--- config.mk ---
export PLATFORM = sky130hd
export DESIGN_NAME = power_of_two_block_allocator
export DESIGN_NICKNAME = d
export VERILOG_FILES = /design/src/hdl/ptba_pkg.sv /design/src/hdl/ptba_dp.sv /design/src/hdl/ptba_ctrl.sv /design/src/hdl/power_of_two_block_allocator.sv
export SDC_FILE = /design/constraint.sdc
export NUM_CORES = 2
export LEC_CHECK = 0
export BUFFER_PORTS_ARGS = -buffer_cell sky130_fd_sc_hd__buf_2
export CAP_MARGIN = 20
export CELL_PAD_IN_SITES_DETAIL_PLACEMENT = 0
export CELL_PAD_IN_SITES_GLOBAL_PLACEMENT = 1
export CORE_MARGIN = 4
export CORE_UTILIZATION = 55
export DETAILED_ROUTE_END_ITERATION = 12
export MAX_ROUTING_LAYER = met4
export PLACE_DENSITY_LB_ADDON = 0.05
export SKIP_LAST_GASP = 1
export SLEW_MARGIN = 20
export SYNTH_ARGS = -nofsm -noshare
export SYNTH_HDL_FRONTEND = slang
export SYNTH_SLANG_ARGS = --single-unit
--- constraint.sdc ---
create_clock -name i_clk -period 19.4 [get_ports i_clk]
set_clock_uncertainty 0.1 [all_clocks]
set_input_delay 1.94 -clock i_clk [delete_from_list [all_inputs] [get_ports i_clk]]
set_output_delay 1.94 -clock i_clk [all_outputs]
set_load 0.02 [all_outputs]
--- src/hdl/ptba_pkg.sv ---
// shared types, constants and codes for the power-of-two block allocator
// no dependencies
`timescale 1ns / 1ps

package ptba_pkg;

    // table and pool geometry
    localparam int MAX_ENTRIES = 256;
    localparam int POOL_ORDER  = 10;
    localparam int IDX_W       = $clog2(MAX_ENTRIES);
    localparam int CNT_W       = $clog2(MAX_ENTRIES + 1);
    localparam int ORD_W       = $clog2(POOL_ORDER + 1);
    localparam int NHIST       = POOL_ORDER + 1;
    localparam int SIZE_W      = POOL_ORDER + 1;

    // stream field widths
    localparam int OWN_W   = 8;
    localparam int AMT_W   = 12;
    localparam int ST_W    = 2;
    localparam int GRANT_W = 11;
    localparam int FRAG_W  = 10;
    localparam int TOT_W   = 9;
    localparam int IN_W    = 24;
    localparam int OUT_W   = 32;

    typedef enum logic [ST_W-1:0] {
        ST_OK      = 2'd0,
        ST_NOSPACE = 2'd1,
        ST_NOOWNER = 2'd2,
        ST_FULL    = 2'd3
    } t_status;

    // table entry, block size kept as its order
    typedef struct packed {
        logic             free;
        logic [OWN_W-1:0] owner;
        logic [ORD_W-1:0] ord;
    } t_entry;

    typedef enum logic [1:0] {
        SC_ALLOC = 2'd0,
        SC_REL   = 2'd1,
        SC_MERGE = 2'd2,
        SC_SHIFT = 2'd3
    } t_scan;

    typedef enum logic [2:0] {
        WS_NONE   = 3'd0,
        WS_INIT   = 3'd1,
        WS_EXACT  = 3'd2,
        WS_SPLIT  = 3'd3,
        WS_APPEND = 3'd4,
        WS_PIECE  = 3'd5,
        WS_HIT    = 3'd6,
        WS_MERGE  = 3'd7
    } t_wsel;

    // controller to datapath
    typedef struct packed {
        logic    capture;
        logic    scan_go;
        t_scan   scan_mode;
        t_wsel   wsel;
        logic    cnt_add;
        logic    cnt_dec;
        logic    res_go;
        t_status code;
    } t_cmd;

    // datapath to controller
    typedef struct packed {
        logic func;
        logic too_big;
        logic scan_done;
        logic best_vld;
        logic exact;
        logic overflow;
        logic any_dup;
        logic npc_zero;
        logic out_busy;
    } t_stat;

endpackage

--- src/hdl/ptba_dp.sv ---
// allocator datapath: entry table memory, scan engine, histogram, result register
// depends on ptba_pkg
`timescale 1ns / 1ps

module ptba_dp import ptba_pkg::*; (
    input  logic             i_clk,
    input  logic             i_rst_n,
    input  t_cmd             i_cmd,
    output t_stat            o_stat,
    input  logic             i_func,
    input  logic [OWN_W-1:0] i_owner,
    input  logic [AMT_W-1:0] i_amount,
    output logic             o_m_tvalid,
    input  logic             i_m_tready,
    output logic [OUT_W-1:0] o_m_tdata
);

    t_entry r_mem [MAX_ENTRIES];
    t_entry r_rd;

    logic             r_func;
    logic [OWN_W-1:0] r_owner;
    logic [AMT_W-1:0] r_amount;
    logic [ORD_W-1:0] r_bs_ord;
    logic [CNT_W-1:0] r_count;

    logic             r_scan_on, r_dv;
    t_scan            r_mode;
    logic [CNT_W-1:0] r_rptr, r_didx;

    logic             r_best_vld, r_j_vld;
    logic [IDX_W-1:0] r_best_idx;
    logic [ORD_W-1:0] r_best_ord;
    logic [CNT_W-1:0] r_j_idx;
    logic [ORD_W-1:0] r_gr_ord;

    logic [CNT_W-1:0] r_wptr;
    logic [ORD_W-1:0] r_pord, r_npc;
    logic [CNT_W-1:0] r_hist [NHIST];

    logic             r_ovalid;
    logic [OUT_W-1:0] r_odata;

    logic             rd_en, we;
    logic [IDX_W-1:0] waddr;
    t_entry           wdata;
    logic [CNT_W-1:0] shift_dst;
    logic [ORD_W-1:0] in_ord, need;
    logic [2**ORD_W-1:0] dup;
    logic [CNT_W:0]   need_sum;

    // round the incoming amount up to a power-of-two order
    always_comb begin
        in_ord = ORD_W'(POOL_ORDER);
        for (int o = POOL_ORDER; o >= 0; o--) begin
            if ((AMT_W'(1) << o) >= i_amount) begin
                in_ord = ORD_W'(o);
            end
        end
    end

    // orders that hold two or more free blocks
    always_comb begin
        dup = '0;
        for (int o = 0; o < NHIST; o++) begin
            dup[o] = (r_hist[o] >= CNT_W'(2));
        end
    end

    assign need     = r_best_ord - r_bs_ord;
    assign need_sum = {1'b0, r_count} + (CNT_W + 1)'(need);
    assign rd_en    = r_scan_on && (r_rptr < r_count);
    assign shift_dst = r_didx - CNT_W'(1);

    // status toward the controller
    always_comb begin
        o_stat.func      = r_func;
        o_stat.too_big   = (r_amount > AMT_W'(1 << POOL_ORDER));
        o_stat.scan_done = r_scan_on && !rd_en && !r_dv;
        o_stat.best_vld  = r_best_vld;
        o_stat.exact     = (r_best_ord == r_bs_ord);
        o_stat.overflow  = need_sum > (CNT_W + 1)'(MAX_ENTRIES);
        o_stat.any_dup   = |dup;
        o_stat.npc_zero  = (r_npc == '0);
        o_stat.out_busy  = r_ovalid && !i_m_tready;
    end

    // table write port select
    always_comb begin
        we    = 1'b1;
        waddr = r_best_idx;
        wdata = '{free: 1'b1, owner: '0, ord: r_best_ord};
        unique case (i_cmd.wsel)
            WS_NONE: begin
                we    = r_scan_on && r_dv && (r_mode == SC_SHIFT);
                waddr = shift_dst[IDX_W-1:0];
                wdata = r_rd;
            end
            WS_INIT: begin
                waddr = '0;
                wdata = '{free: 1'b1, owner: '0, ord: ORD_W'(POOL_ORDER)};
            end
            WS_EXACT:  wdata = '{free: 1'b0, owner: r_owner, ord: r_bs_ord};
            WS_SPLIT:  wdata = '{free: 1'b1, owner: '0, ord: r_best_ord - ORD_W'(1)};
            WS_APPEND: begin
                waddr = r_count[IDX_W-1:0];
                wdata = '{free: 1'b0, owner: r_owner, ord: r_bs_ord};
            end
            WS_PIECE: begin
                waddr = r_wptr[IDX_W-1:0];
                wdata = '{free: 1'b1, owner: '0, ord: r_pord};
            end
            WS_HIT:    wdata = '{free: 1'b1, owner: '0, ord: r_best_ord};
            WS_MERGE:  wdata = '{free: 1'b1, owner: '0, ord: r_best_ord + ORD_W'(1)};
            default:   we = 1'b0;
        endcase
    end

    // table memory, one write and one registered read per cycle
    always_ff @(posedge i_clk) begin
        if (we) begin
            r_mem[waddr] <= wdata;
        end
        if (rd_en) begin
            r_rd <= r_mem[r_rptr[IDX_W-1:0]];
        end
    end

    // operand capture and split bookkeeping
    always_ff @(posedge i_clk) begin
        if (i_cmd.capture) begin
            r_func   <= i_func;
            r_owner  <= i_owner;
            r_amount <= i_amount;
            r_bs_ord <= in_ord;
        end
        if (i_cmd.wsel == WS_SPLIT) begin
            r_wptr <= r_count + CNT_W'(1);
            r_pord <= r_best_ord - ORD_W'(2);
            r_npc  <= r_best_ord - ORD_W'(1) - r_bs_ord;
        end else if (i_cmd.wsel == WS_PIECE) begin
            r_wptr <= r_wptr + CNT_W'(1);
            r_pord <= r_pord - ORD_W'(1);
            r_npc  <= r_npc - ORD_W'(1);
        end
        if (i_cmd.wsel == WS_HIT) begin
            r_gr_ord <= r_best_ord;
        end
    end

    // scan engine with search and histogram per mode
    always_ff @(posedge i_clk) begin
        if (!i_rst_n) begin
            r_scan_on <= 1'b0;
            r_dv      <= 1'b0;
            r_count   <= CNT_W'(1);
        end else begin
            if (i_cmd.scan_go) begin
                r_scan_on  <= 1'b1;
                r_dv       <= 1'b0;
                r_mode     <= i_cmd.scan_mode;
                r_rptr     <= (i_cmd.scan_mode == SC_SHIFT) ? r_j_idx + CNT_W'(1) : '0;
                r_best_vld <= (i_cmd.scan_mode == SC_SHIFT) ? r_best_vld : 1'b0;
                r_j_vld    <= 1'b0;
                if (i_cmd.scan_mode == SC_REL) begin
                    for (int o = 0; o < NHIST; o++) begin
                        r_hist[o] <= '0;
                    end
                end
            end else if (r_scan_on) begin
                r_dv   <= rd_en;
                r_didx <= r_rptr;
                if (rd_en) begin
                    r_rptr <= r_rptr + CNT_W'(1);
                end
                if (o_stat.scan_done) begin
                    r_scan_on <= 1'b0;
                end
                if (r_dv) begin
                    case (r_mode)
                        SC_ALLOC: begin
                            if (r_rd.free && r_rd.ord >= r_bs_ord &&
                                (!r_best_vld || r_rd.ord < r_best_ord)) begin
                                r_best_vld <= 1'b1;
                                r_best_idx <= r_didx[IDX_W-1:0];
                                r_best_ord <= r_rd.ord;
                            end
                        end
                        SC_REL: begin
                            if (r_rd.free) begin
                                for (int o = 0; o < NHIST; o++) begin
                                    if (ORD_W'(o) == r_rd.ord) begin
                                        r_hist[o] <= r_hist[o] + CNT_W'(1);
                                    end
                                end
                            end else if (r_rd.owner == r_owner && !r_best_vld) begin
                                r_best_vld <= 1'b1;
                                r_best_idx <= r_didx[IDX_W-1:0];
                                r_best_ord <= r_rd.ord;
                            end
                        end
                        SC_MERGE: begin
                            if (r_rd.free) begin
                                if (!r_best_vld && dup[r_rd.ord]) begin
                                    r_best_vld <= 1'b1;
                                    r_best_idx <= r_didx[IDX_W-1:0];
                                    r_best_ord <= r_rd.ord;
                                end else if (r_best_vld && !r_j_vld &&
                                             r_rd.ord == r_best_ord) begin
                                    r_j_vld <= 1'b1;
                                    r_j_idx <= r_didx;
                                end
                            end
                        end
                        default: begin
                        end
                    endcase
                end
            end
            // histogram upkeep on a freed block or a merged pair
            if (i_cmd.wsel == WS_HIT) begin
                for (int o = 0; o < NHIST; o++) begin
                    if (ORD_W'(o) == r_best_ord) begin
                        r_hist[o] <= r_hist[o] + CNT_W'(1);
                    end
                end
            end else if (i_cmd.wsel == WS_MERGE) begin
                for (int o = 0; o < NHIST; o++) begin
                    if (ORD_W'(o) == r_best_ord) begin
                        r_hist[o] <= r_hist[o] - CNT_W'(2);
                    end else if (ORD_W'(o) == r_best_ord + ORD_W'(1)) begin
                        r_hist[o] <= r_hist[o] + CNT_W'(1);
                    end
                end
            end
            // entry count
            if (i_cmd.cnt_add) begin
                r_count <= need_sum[CNT_W-1:0];
            end else if (i_cmd.cnt_dec) begin
                r_count <= r_count - CNT_W'(1);
            end
        end
    end

    // result register
    always_ff @(posedge i_clk) begin
        if (!i_rst_n) begin
            r_ovalid <= 1'b0;
        end else if (i_cmd.res_go) begin
            r_ovalid <= 1'b1;
        end else if (i_m_tready) begin
            r_ovalid <= 1'b0;
        end
    end

    always_ff @(posedge i_clk) begin
        logic [GRANT_W-1:0] gr;
        logic [FRAG_W-1:0]  fr;
        gr = '0;
        fr = '0;
        if (i_cmd.code == ST_OK) begin
            if (r_func) begin
                gr = GRANT_W'(1) << r_gr_ord;
            end else begin
                gr = GRANT_W'(1) << r_bs_ord;
                fr = FRAG_W'(gr - r_amount[GRANT_W-1:0]);
            end
        end
        if (i_cmd.res_go) begin
            r_odata <= {TOT_W'(r_count), fr, gr, i_cmd.code};
        end
    end

    assign o_m_tvalid = r_ovalid;
    assign o_m_tdata  = r_odata;

    a_count_range: assert property (@(posedge i_clk) disable iff (!i_rst_n)
        (r_count <= CNT_W'(MAX_ENTRIES)) && (r_count != '0))
        else $error("entry count out of range");

    a_read_in_table: assert property (@(posedge i_clk) disable iff (!i_rst_n)
        r_dv |-> (r_didx < r_count))
        else $error("scan read beyond table end");

    a_shift_has_pair: assert property (@(posedge i_clk) disable iff (!i_rst_n)
        (r_scan_on && r_mode == SC_SHIFT) |-> (r_count >= CNT_W'(2)))
        else $error("entry removal without a merged pair");

endmodule

--- src/hdl/ptba_ctrl.sv ---
// allocator sequencer: one-hot state machine issuing datapath commands
// depends on ptba_pkg
`timescale 1ns / 1ps

module ptba_ctrl import ptba_pkg::*; (
    input  logic  i_clk,
    input  logic  i_rst_n,
    input  logic  i_s_tvalid,
    output logic  o_s_tready,
    input  t_stat i_stat,
    output t_cmd  o_cmd
);

    typedef enum logic [13:0] {
        S_INIT  = 14'b00000000000001,
        S_IDLE  = 14'b00000000000010,
        S_DEC   = 14'b00000000000100,
        S_ASCAN = 14'b00000000001000,
        S_AEVAL = 14'b00000000010000,
        S_WA    = 14'b00000000100000,
        S_WP    = 14'b00000001000000,
        S_RSCAN = 14'b00000010000000,
        S_REVAL = 14'b00000100000000,
        S_MCHK  = 14'b00001000000000,
        S_MSCAN = 14'b00010000000000,
        S_MWR   = 14'b00100000000000,
        S_SHIFT = 14'b01000000000000,
        S_RES   = 14'b10000000000000
    } t_state;

    t_state  r_state, n_state;
    t_status r_code, n_code;

    always_ff @(posedge i_clk) begin
        if (!i_rst_n) begin
            r_state <= S_INIT;
            r_code  <= ST_OK;
        end else begin
            r_state <= n_state;
            r_code  <= n_code;
        end
    end

    // next state and commands
    always_comb begin
        n_state         = r_state;
        n_code          = r_code;
        o_cmd           = '0;
        o_cmd.scan_mode = SC_ALLOC;
        o_cmd.wsel      = WS_NONE;
        o_cmd.code      = r_code;
        o_s_tready      = 1'b0;
        unique case (r_state)
            S_INIT: begin
                o_cmd.wsel = WS_INIT;
                n_state    = S_IDLE;
            end
            S_IDLE: begin
                o_s_tready = 1'b1;
                if (i_s_tvalid) begin
                    o_cmd.capture = 1'b1;
                    n_state       = S_DEC;
                end
            end
            S_DEC: begin
                if (i_stat.func) begin
                    o_cmd.scan_go   = 1'b1;
                    o_cmd.scan_mode = SC_REL;
                    n_state         = S_RSCAN;
                end else if (i_stat.too_big) begin
                    n_code  = ST_NOSPACE;
                    n_state = S_RES;
                end else begin
                    o_cmd.scan_go = 1'b1;
                    n_state       = S_ASCAN;
                end
            end
            S_ASCAN: begin
                if (i_stat.scan_done) begin
                    n_state = S_AEVAL;
                end
            end
            S_AEVAL: begin
                if (!i_stat.best_vld) begin
                    n_code  = ST_NOSPACE;
                    n_state = S_RES;
                end else if (i_stat.exact) begin
                    o_cmd.wsel = WS_EXACT;
                    n_code     = ST_OK;
                    n_state    = S_RES;
                end else if (i_stat.overflow) begin
                    n_code  = ST_FULL;
                    n_state = S_RES;
                end else begin
                    o_cmd.wsel = WS_SPLIT;
                    n_state    = S_WA;
                end
            end
            S_WA: begin
                o_cmd.wsel = WS_APPEND;
                n_state    = S_WP;
            end
            S_WP: begin
                if (!i_stat.npc_zero) begin
                    o_cmd.wsel = WS_PIECE;
                end else begin
                    o_cmd.cnt_add = 1'b1;
                    n_code        = ST_OK;
                    n_state       = S_RES;
                end
            end
            S_RSCAN: begin
                if (i_stat.scan_done) begin
                    n_state = S_REVAL;
                end
            end
            S_REVAL: begin
                if (!i_stat.best_vld) begin
                    n_code  = ST_NOOWNER;
                    n_state = S_RES;
                end else begin
                    o_cmd.wsel = WS_HIT;
                    n_state    = S_MCHK;
                end
            end
            S_MCHK: begin
                if (i_stat.any_dup) begin
                    o_cmd.scan_go   = 1'b1;
                    o_cmd.scan_mode = SC_MERGE;
                    n_state         = S_MSCAN;
                end else begin
                    n_code  = ST_OK;
                    n_state = S_RES;
                end
            end
            S_MSCAN: begin
                if (i_stat.scan_done) begin
                    n_state = S_MWR;
                end
            end
            S_MWR: begin
                o_cmd.wsel      = WS_MERGE;
                o_cmd.scan_go   = 1'b1;
                o_cmd.scan_mode = SC_SHIFT;
                n_state         = S_SHIFT;
            end
            S_SHIFT: begin
                if (i_stat.scan_done) begin
                    o_cmd.cnt_dec = 1'b1;
                    n_state       = S_MCHK;
                end
            end
            S_RES: begin
                if (!i_stat.out_busy) begin
                    o_cmd.res_go = 1'b1;
                    n_state      = S_IDLE;
                end
            end
            default: n_state = S_INIT;
        endcase
    end

endmodule

--- src/hdl/power_of_two_block_allocator.sv ---
// an exact fit, a failed search or a failed release takes one serial scan of the table entries;
// a split adds the append and one write per split piece; an amount above the pool skips the
// scan; a release adds a merge scan and an entry shift scan per merge; a stalled result holds it
// throughput: one item at a time; the next item is taken once the result is registered
// reset: synchronous active-low; the cycle after reset writes the whole-pool entry, ready low
// top level: stream ports, sequencer and datapath; depends on ptba_pkg, ptba_ctrl, ptba_dp
`timescale 1ns / 1ps

module power_of_two_block_allocator import ptba_pkg::*; (
    input  logic             i_clk,
    input  logic             i_rst_n,
    input  logic             i_s_tvalid,
    output logic             o_s_tready,
    input  logic [IN_W-1:0]  i_s_tdata,  // owner_id[7:0], amount[19:8], zero pad
    input  logic             i_s_tuser,  // func
    output logic             o_m_tvalid,
    input  logic             i_m_tready,
    output logic [OUT_W-1:0] o_m_tdata   // status[1:0], granted_size[12:2],
                                         // internal_frag[22:13], entry_total[31:23]
);

    t_cmd  cmd;
    t_stat stat;

    // sequencer
    ptba_ctrl u_ctrl (
        .i_clk      (i_clk),
        .i_rst_n    (i_rst_n),
        .i_s_tvalid (i_s_tvalid),
        .o_s_tready (o_s_tready),
        .i_stat     (stat),
        .o_cmd      (cmd)
    );

    // table and result datapath
    ptba_dp u_dp (
        .i_clk      (i_clk),
        .i_rst_n    (i_rst_n),
        .i_cmd      (cmd),
        .o_stat     (stat),
        .i_func     (i_s_tuser),
        .i_owner    (i_s_tdata[OWN_W-1:0]),
        .i_amount   (i_s_tdata[OWN_W+AMT_W-1:OWN_W]),
        .o_m_tvalid (o_m_tvalid),
        .i_m_tready (i_m_tready),
        .o_m_tdata  (o_m_tdata)
    );

endmodule

# After elaboration in Yosys (flattened, before gate mapping)
# Memories as Yosys holds them, arrays and structs flattened. A register that Yosys moved wholly into a read port is not among the register bits.
# Index checks and enable logic that the tools add are counted.
# totals
regBits	149
latch_bits	0
mem_bits_rw	3427
rom_bits	0
input_bits	29
word_cells	676
n_memories	2
# classes
add_sub_neg	37
mul	0
div_mod_pow	0
n_lt_le_gt_ge	27
eq_ne	83
shift	2
mux	396
bitwise	48
reduce_logical	53
# mem_list
memory	depth	width	rd	rd_ports_with_merged_regs	write_ports	line	rtl
u_dp.r_mem	256	13	1	1	1	ptba_dp.sv:18	t_entry r_mem [MAX_ENTRIES];
u_dp.r_hist	11	9	11	0	11	ptba_dp.sv:39	logic [CNT_W-1:0] r_hist [NHIST];
# ops
operator	count
$mux W9	52
$mux W1	283
$mux W14	14
$pmux W14 S14	1
$add A9 B1 Y9 const B	15
$ge A9 B2 Y1 const B	11
$sub A9 B2 Y9 const B	11
$pmux W13 S7	1
$eq A3 B4 Y1 const A	12
$or A1 B1 Y1	44
$mux W8	5
$eq A4 B4 Y1 const A	9
$mux W4	9
$pmux W8 S4	1
$mux W3	9
$mux W2	13
$ne A2 B2 Y1 const B	13
$eq A2 B4 Y1 const A	6
$pmux W8 S3	1
$shl A1 B4 Y11 const A	2
$reduce_and A7 Y1	3
$reduce_and A10 Y1	2
$pmux W3 S6	1
$reduce_bool A2 Y1	9
73 further kinds	119

# Logic depth before layout (Yosys ltp)
# depth
ltp_word	14
ltp_mapped	22
depth_no_buf	20

# Cells and area by module
# From an unflattened synthesis, not the netlist that was laid out.
# hier_totals
hier_cells	7598
hier_area_um2	144621.2
# by_module_without_submodules
mod	n_inst	cells_each	area_each_um2	seq_area_each_um2
ptba_dp	1	7455	143521.4	107142.8
ptba_ctrl	1	143	1099.8	320.3

# Least setup slack after synthesis
# No wires, ideal clock.
# synth_path
kind	register -> register
from	reg u_dp.r_best_ord[0]
to	mem u_dp.r_mem[0][12] in the netlist's numbering (data pin)
setup_ps	2193
arrival_time_ps	12836
required_time_ps	17107
slack_ps	4271
path_stages_with_launch	13
n_path_buf	0
cell_sequence	edfxtp_1 inv_1 ha_1 inv_1 fa_1 xor2_1 ha_1 nand3_1 a21oi_1 mux2i_1 o21ai_0 o211ai_1 o21ai_0
# synth_lines
element	line	rtl
start, declared	ptba_dp.sv:33	logic [ORD_W-1:0] r_best_ord;
start signal, assigned	ptba_dp.sv:186	r_best_ord <= r_rd.ord;
start signal, assigned	ptba_dp.sv:199	r_best_ord <= r_rd.ord;
start signal, assigned	ptba_dp.sv:207	r_best_ord <= r_rd.ord;
end, declared	ptba_dp.sv:18	

==> results.toml <==
[cts]
clock_latency_ps = 950
cts_buffers = 365
cts_tree = "yes"
clkSinkCount = 3588
path_clk_slew_ps = 60
hold_buffers = 0
post_cts.repair.setup_buffers = 0
root_buffer = "clkbuf_16"
clockBufferDepth = 4
cts_resized = 0
htreeDepth = 5

[die]
io_pins = 63
dieWidth_um = 520.3
start_util = 0.5544
die_h_um = 520.3
rows = 187
dieArea_um2 = 270700
core_area_um2 = 260400

[yosys]
syn-cell-area_um2 = 144400
synth_edf_count = 3560
yosysTopAreaCellShare = 0.7405
synthesis.nets = 6984
ys.warnings.count = 0
ys_types = 89
synth_cells = 6848
ys_async_sr_fraction = 0
yosysMostFrequentCell = "edfxtp_1"
ys.flop_type = "edfxtp_1"
synth_area_leader_cell = "edfxtp_1"
synth_area_leaders = "edfxtp_1 (74%), mux4_2 (17%), nor2_1 (1.1%), ha_1 (0.89%), clkbuf_1 (0.59%)"
avgSynthCellArea_um2 = 21.08
synth_seq_cells = 3588
ys_seq_area_frac = 0.7444
synthTopCellsByCount = "edfxtp_1 (3560), mux4_2 (1094), nor2_1 (425)"

[timing]
fmax_mhz = 123.2
tightest_slew_ps = 1238
slew_viol_final = 0
rsz0062_at_grt = "false"
relSlewSlack = 0.1743
setup_tns_ps = 0
setup_violations = 0
min_period_ps = 8116
finalHoldViolations = 0
fin_crit_sh = 0.4184

[grt]
grt_pass1_wl_mm = 514.6
antenna_found_initial = 17
grt_max_degree = 217
grt_use_total = 0.2707
grt_pass1_vias = 70320
overflow = 0

[critical_path]
cp-start-kind = "flip-flop"
worstPathMaxFanout = 92
critPathArrivalTime_ps = 8570
path_class = "reg -> reg"
crit_required_ps = 19850
endpoint_kind = "flip-flop"

[power_and_ir_drop]
power_density_nw_per_um2 = 102.4
leakage_nw = 51.29
ir_worst_vdd_v = 0.00009407

[place]
place_congestion = 0.8728
io_buffers = 58
dpl.hpwl_mm = 212.0

[detailed_routing]
via_per_inst = 6.423
drtIter0Drc = 8539
wl_mm = 354.5
drc = 0
antenna_left = 0
vias = 70970
wl_per_cell_um = 32.09
first_pass_iters = 6

[final_layout]
syn_to_final_growth_pct = 12.54
multiInputGateArea_um2 = 35800
register_area_um2 = 107500
drive_gt1_frac = 0.2831
num-fill-cells = 17960
fin_nets = 7384
final_util = 0.6239

[min_path]
hold_path_class = "reg -> reg"

[run]
maxCapViolations = 0

[run_status]
status = "finished, final reports clean"
[state kept, by name (all words and copies together), names as in the netlist, 2 cells and up]
| signal | flops |
|---|---|
| u_dp.r_amount | 12 |
| u_dp.r_mem | 3328 |
| u_dp.r_hist | 99 |
| u_dp.o_m_tdata | 32 |
| u_dp.r_npc | 4 |
| u_ctrl.r_code | 2 |
| u_dp.r_best_idx | 8 |
| u_dp.r_bs_ord | 4 |
| u_dp.r_mode | 2 |
| u_dp.r_best_ord | 4 |
| u_dp.r_pord | 4 |
| u_dp.r_owner | 8 |
| u_dp.r_rptr | 9 |
| u_dp.r_count | 9 |
| u_ctrl.r_state | 14 |
| u_dp.r_rd | 13 |
| u_dp.r_wptr | 8 |
| u_dp.r_j_idx | 9 |
| u_dp.r_gr_ord | 4 |
| u_dp.r_didx | 9 |
[critical path, stage by stage (launching register included)]
cell and delay (ps):
edfxtp_1 540, inv_1 380, ha_1 330, a21o_1 160, a21oi_1 170, xor2_1 220, ha_1 320, a21oi_1 340
a2111oi_0 170, a32o_1 290, or2_0 400, a211oi_1 720, and2_1 660, nand2_1 190, nand2_4 680, buf_4 900
buf_4 860
[cells in the final DEF (no fill, tap or decap), drive strengths merged, types with 28 or more instances in the layout]
master / instances
edfxtp: 3560
mux4: 1094
clkbuf: 468
nor2: 426
buf: 375
nand2: 206
clkinv: 145
inv: 111
ha: 103
nor3: 102
nand3: 89
a21oi: 82
xnor2: 69
xor2: 68
o21ai: 49
nand4: 48
o22ai: 35
and3: 34
a22oi: 34
nor4: 30
bufinv: 29
dfxtp: 28
[power breakdown]
| part | total (mW) | internal [mW] | leakage (nW) | switching (mW) |
|---|---|---|---|---|
| sequential | 8.94 | 8.93 | 32.3 | 0.0147 |
| clock | 6.85 | 3.93 | 5.63 | 2.92 |
| combinational | 0.840 | 0.115 | 13.3 | 0.724 |
[stage by stage]
stage               hold WS (ps)  worst slack [ps]  instances  total power, mW  instance area [µm²]
CTS                        319.0             11340      11040            16.76               162300
global placement           306.2             11610      10370            9.886               150600
global route               337.1             10840      11050            17.14               162500
finish                     320.2             11280      11050            16.63               162500
detailed placement         306.3             11340      10370            9.946               150800
floorplan                  300.3              4271       6848            9.619               144400
[kinds of logic (layout without fill, tap and decap cells)]
group,count (synthesis),count (layout),synth area share
other,0,8,0
buffers and inverters,444,1141,0.01171
adder cells (fa/ha/maj),107,107,0.009482
flip-flops,3588,3588,0.7444
XOR/XNOR,137,137,0.008312
AND/OR/NAND/NOR,1070,1070,0.03501
multiplexers,1113,1113,0.1720
AO/OA/AOI/OAI,389,389,0.01908
[worst paths after layout]
check                   startpoint                 to  slack [ps]  cells past startpoint
setup / recovery  u_dp.r_bs_ord[1]  u_dp.r_mem[38][9]       11280                     16
hold / removal      u_dp.r_didx[8]    u_dp.r_j_idx[8]         320                      0
setup reg to reg  u_dp.r_bs_ord[1]  u_dp.r_mem[38][9]       11280                     16
hold reg to reg     u_dp.r_didx[8]    u_dp.r_j_idx[8]         320                      0
[layer usage]
metal  up-vias  wire (µm)  GRT usage
li1      29530          -          -
met1     38040     148800     0.3989
met2      2869     168900     0.4069
met3       530      26810    0.03839
met4         0       9960    0.07094
met5         -          0          -
[area by class of cell]
cell class | count | share of cell area
Inverter | 102 | 0.002357
Clock buffer | 468 | 0.05971
Timing Repair Buffer | 375 | 0.01744
Tap cell | 3496 | 0.02692
Clock inverter | 196 | 0.01162
Antenna cell | 8 | 0.0001232
Sequential cell | 3588 | 0.6615
Multi-Input combinational cell | 2816 | 0.2204
No activity file was read; power rests on OpenSTA's default activity.
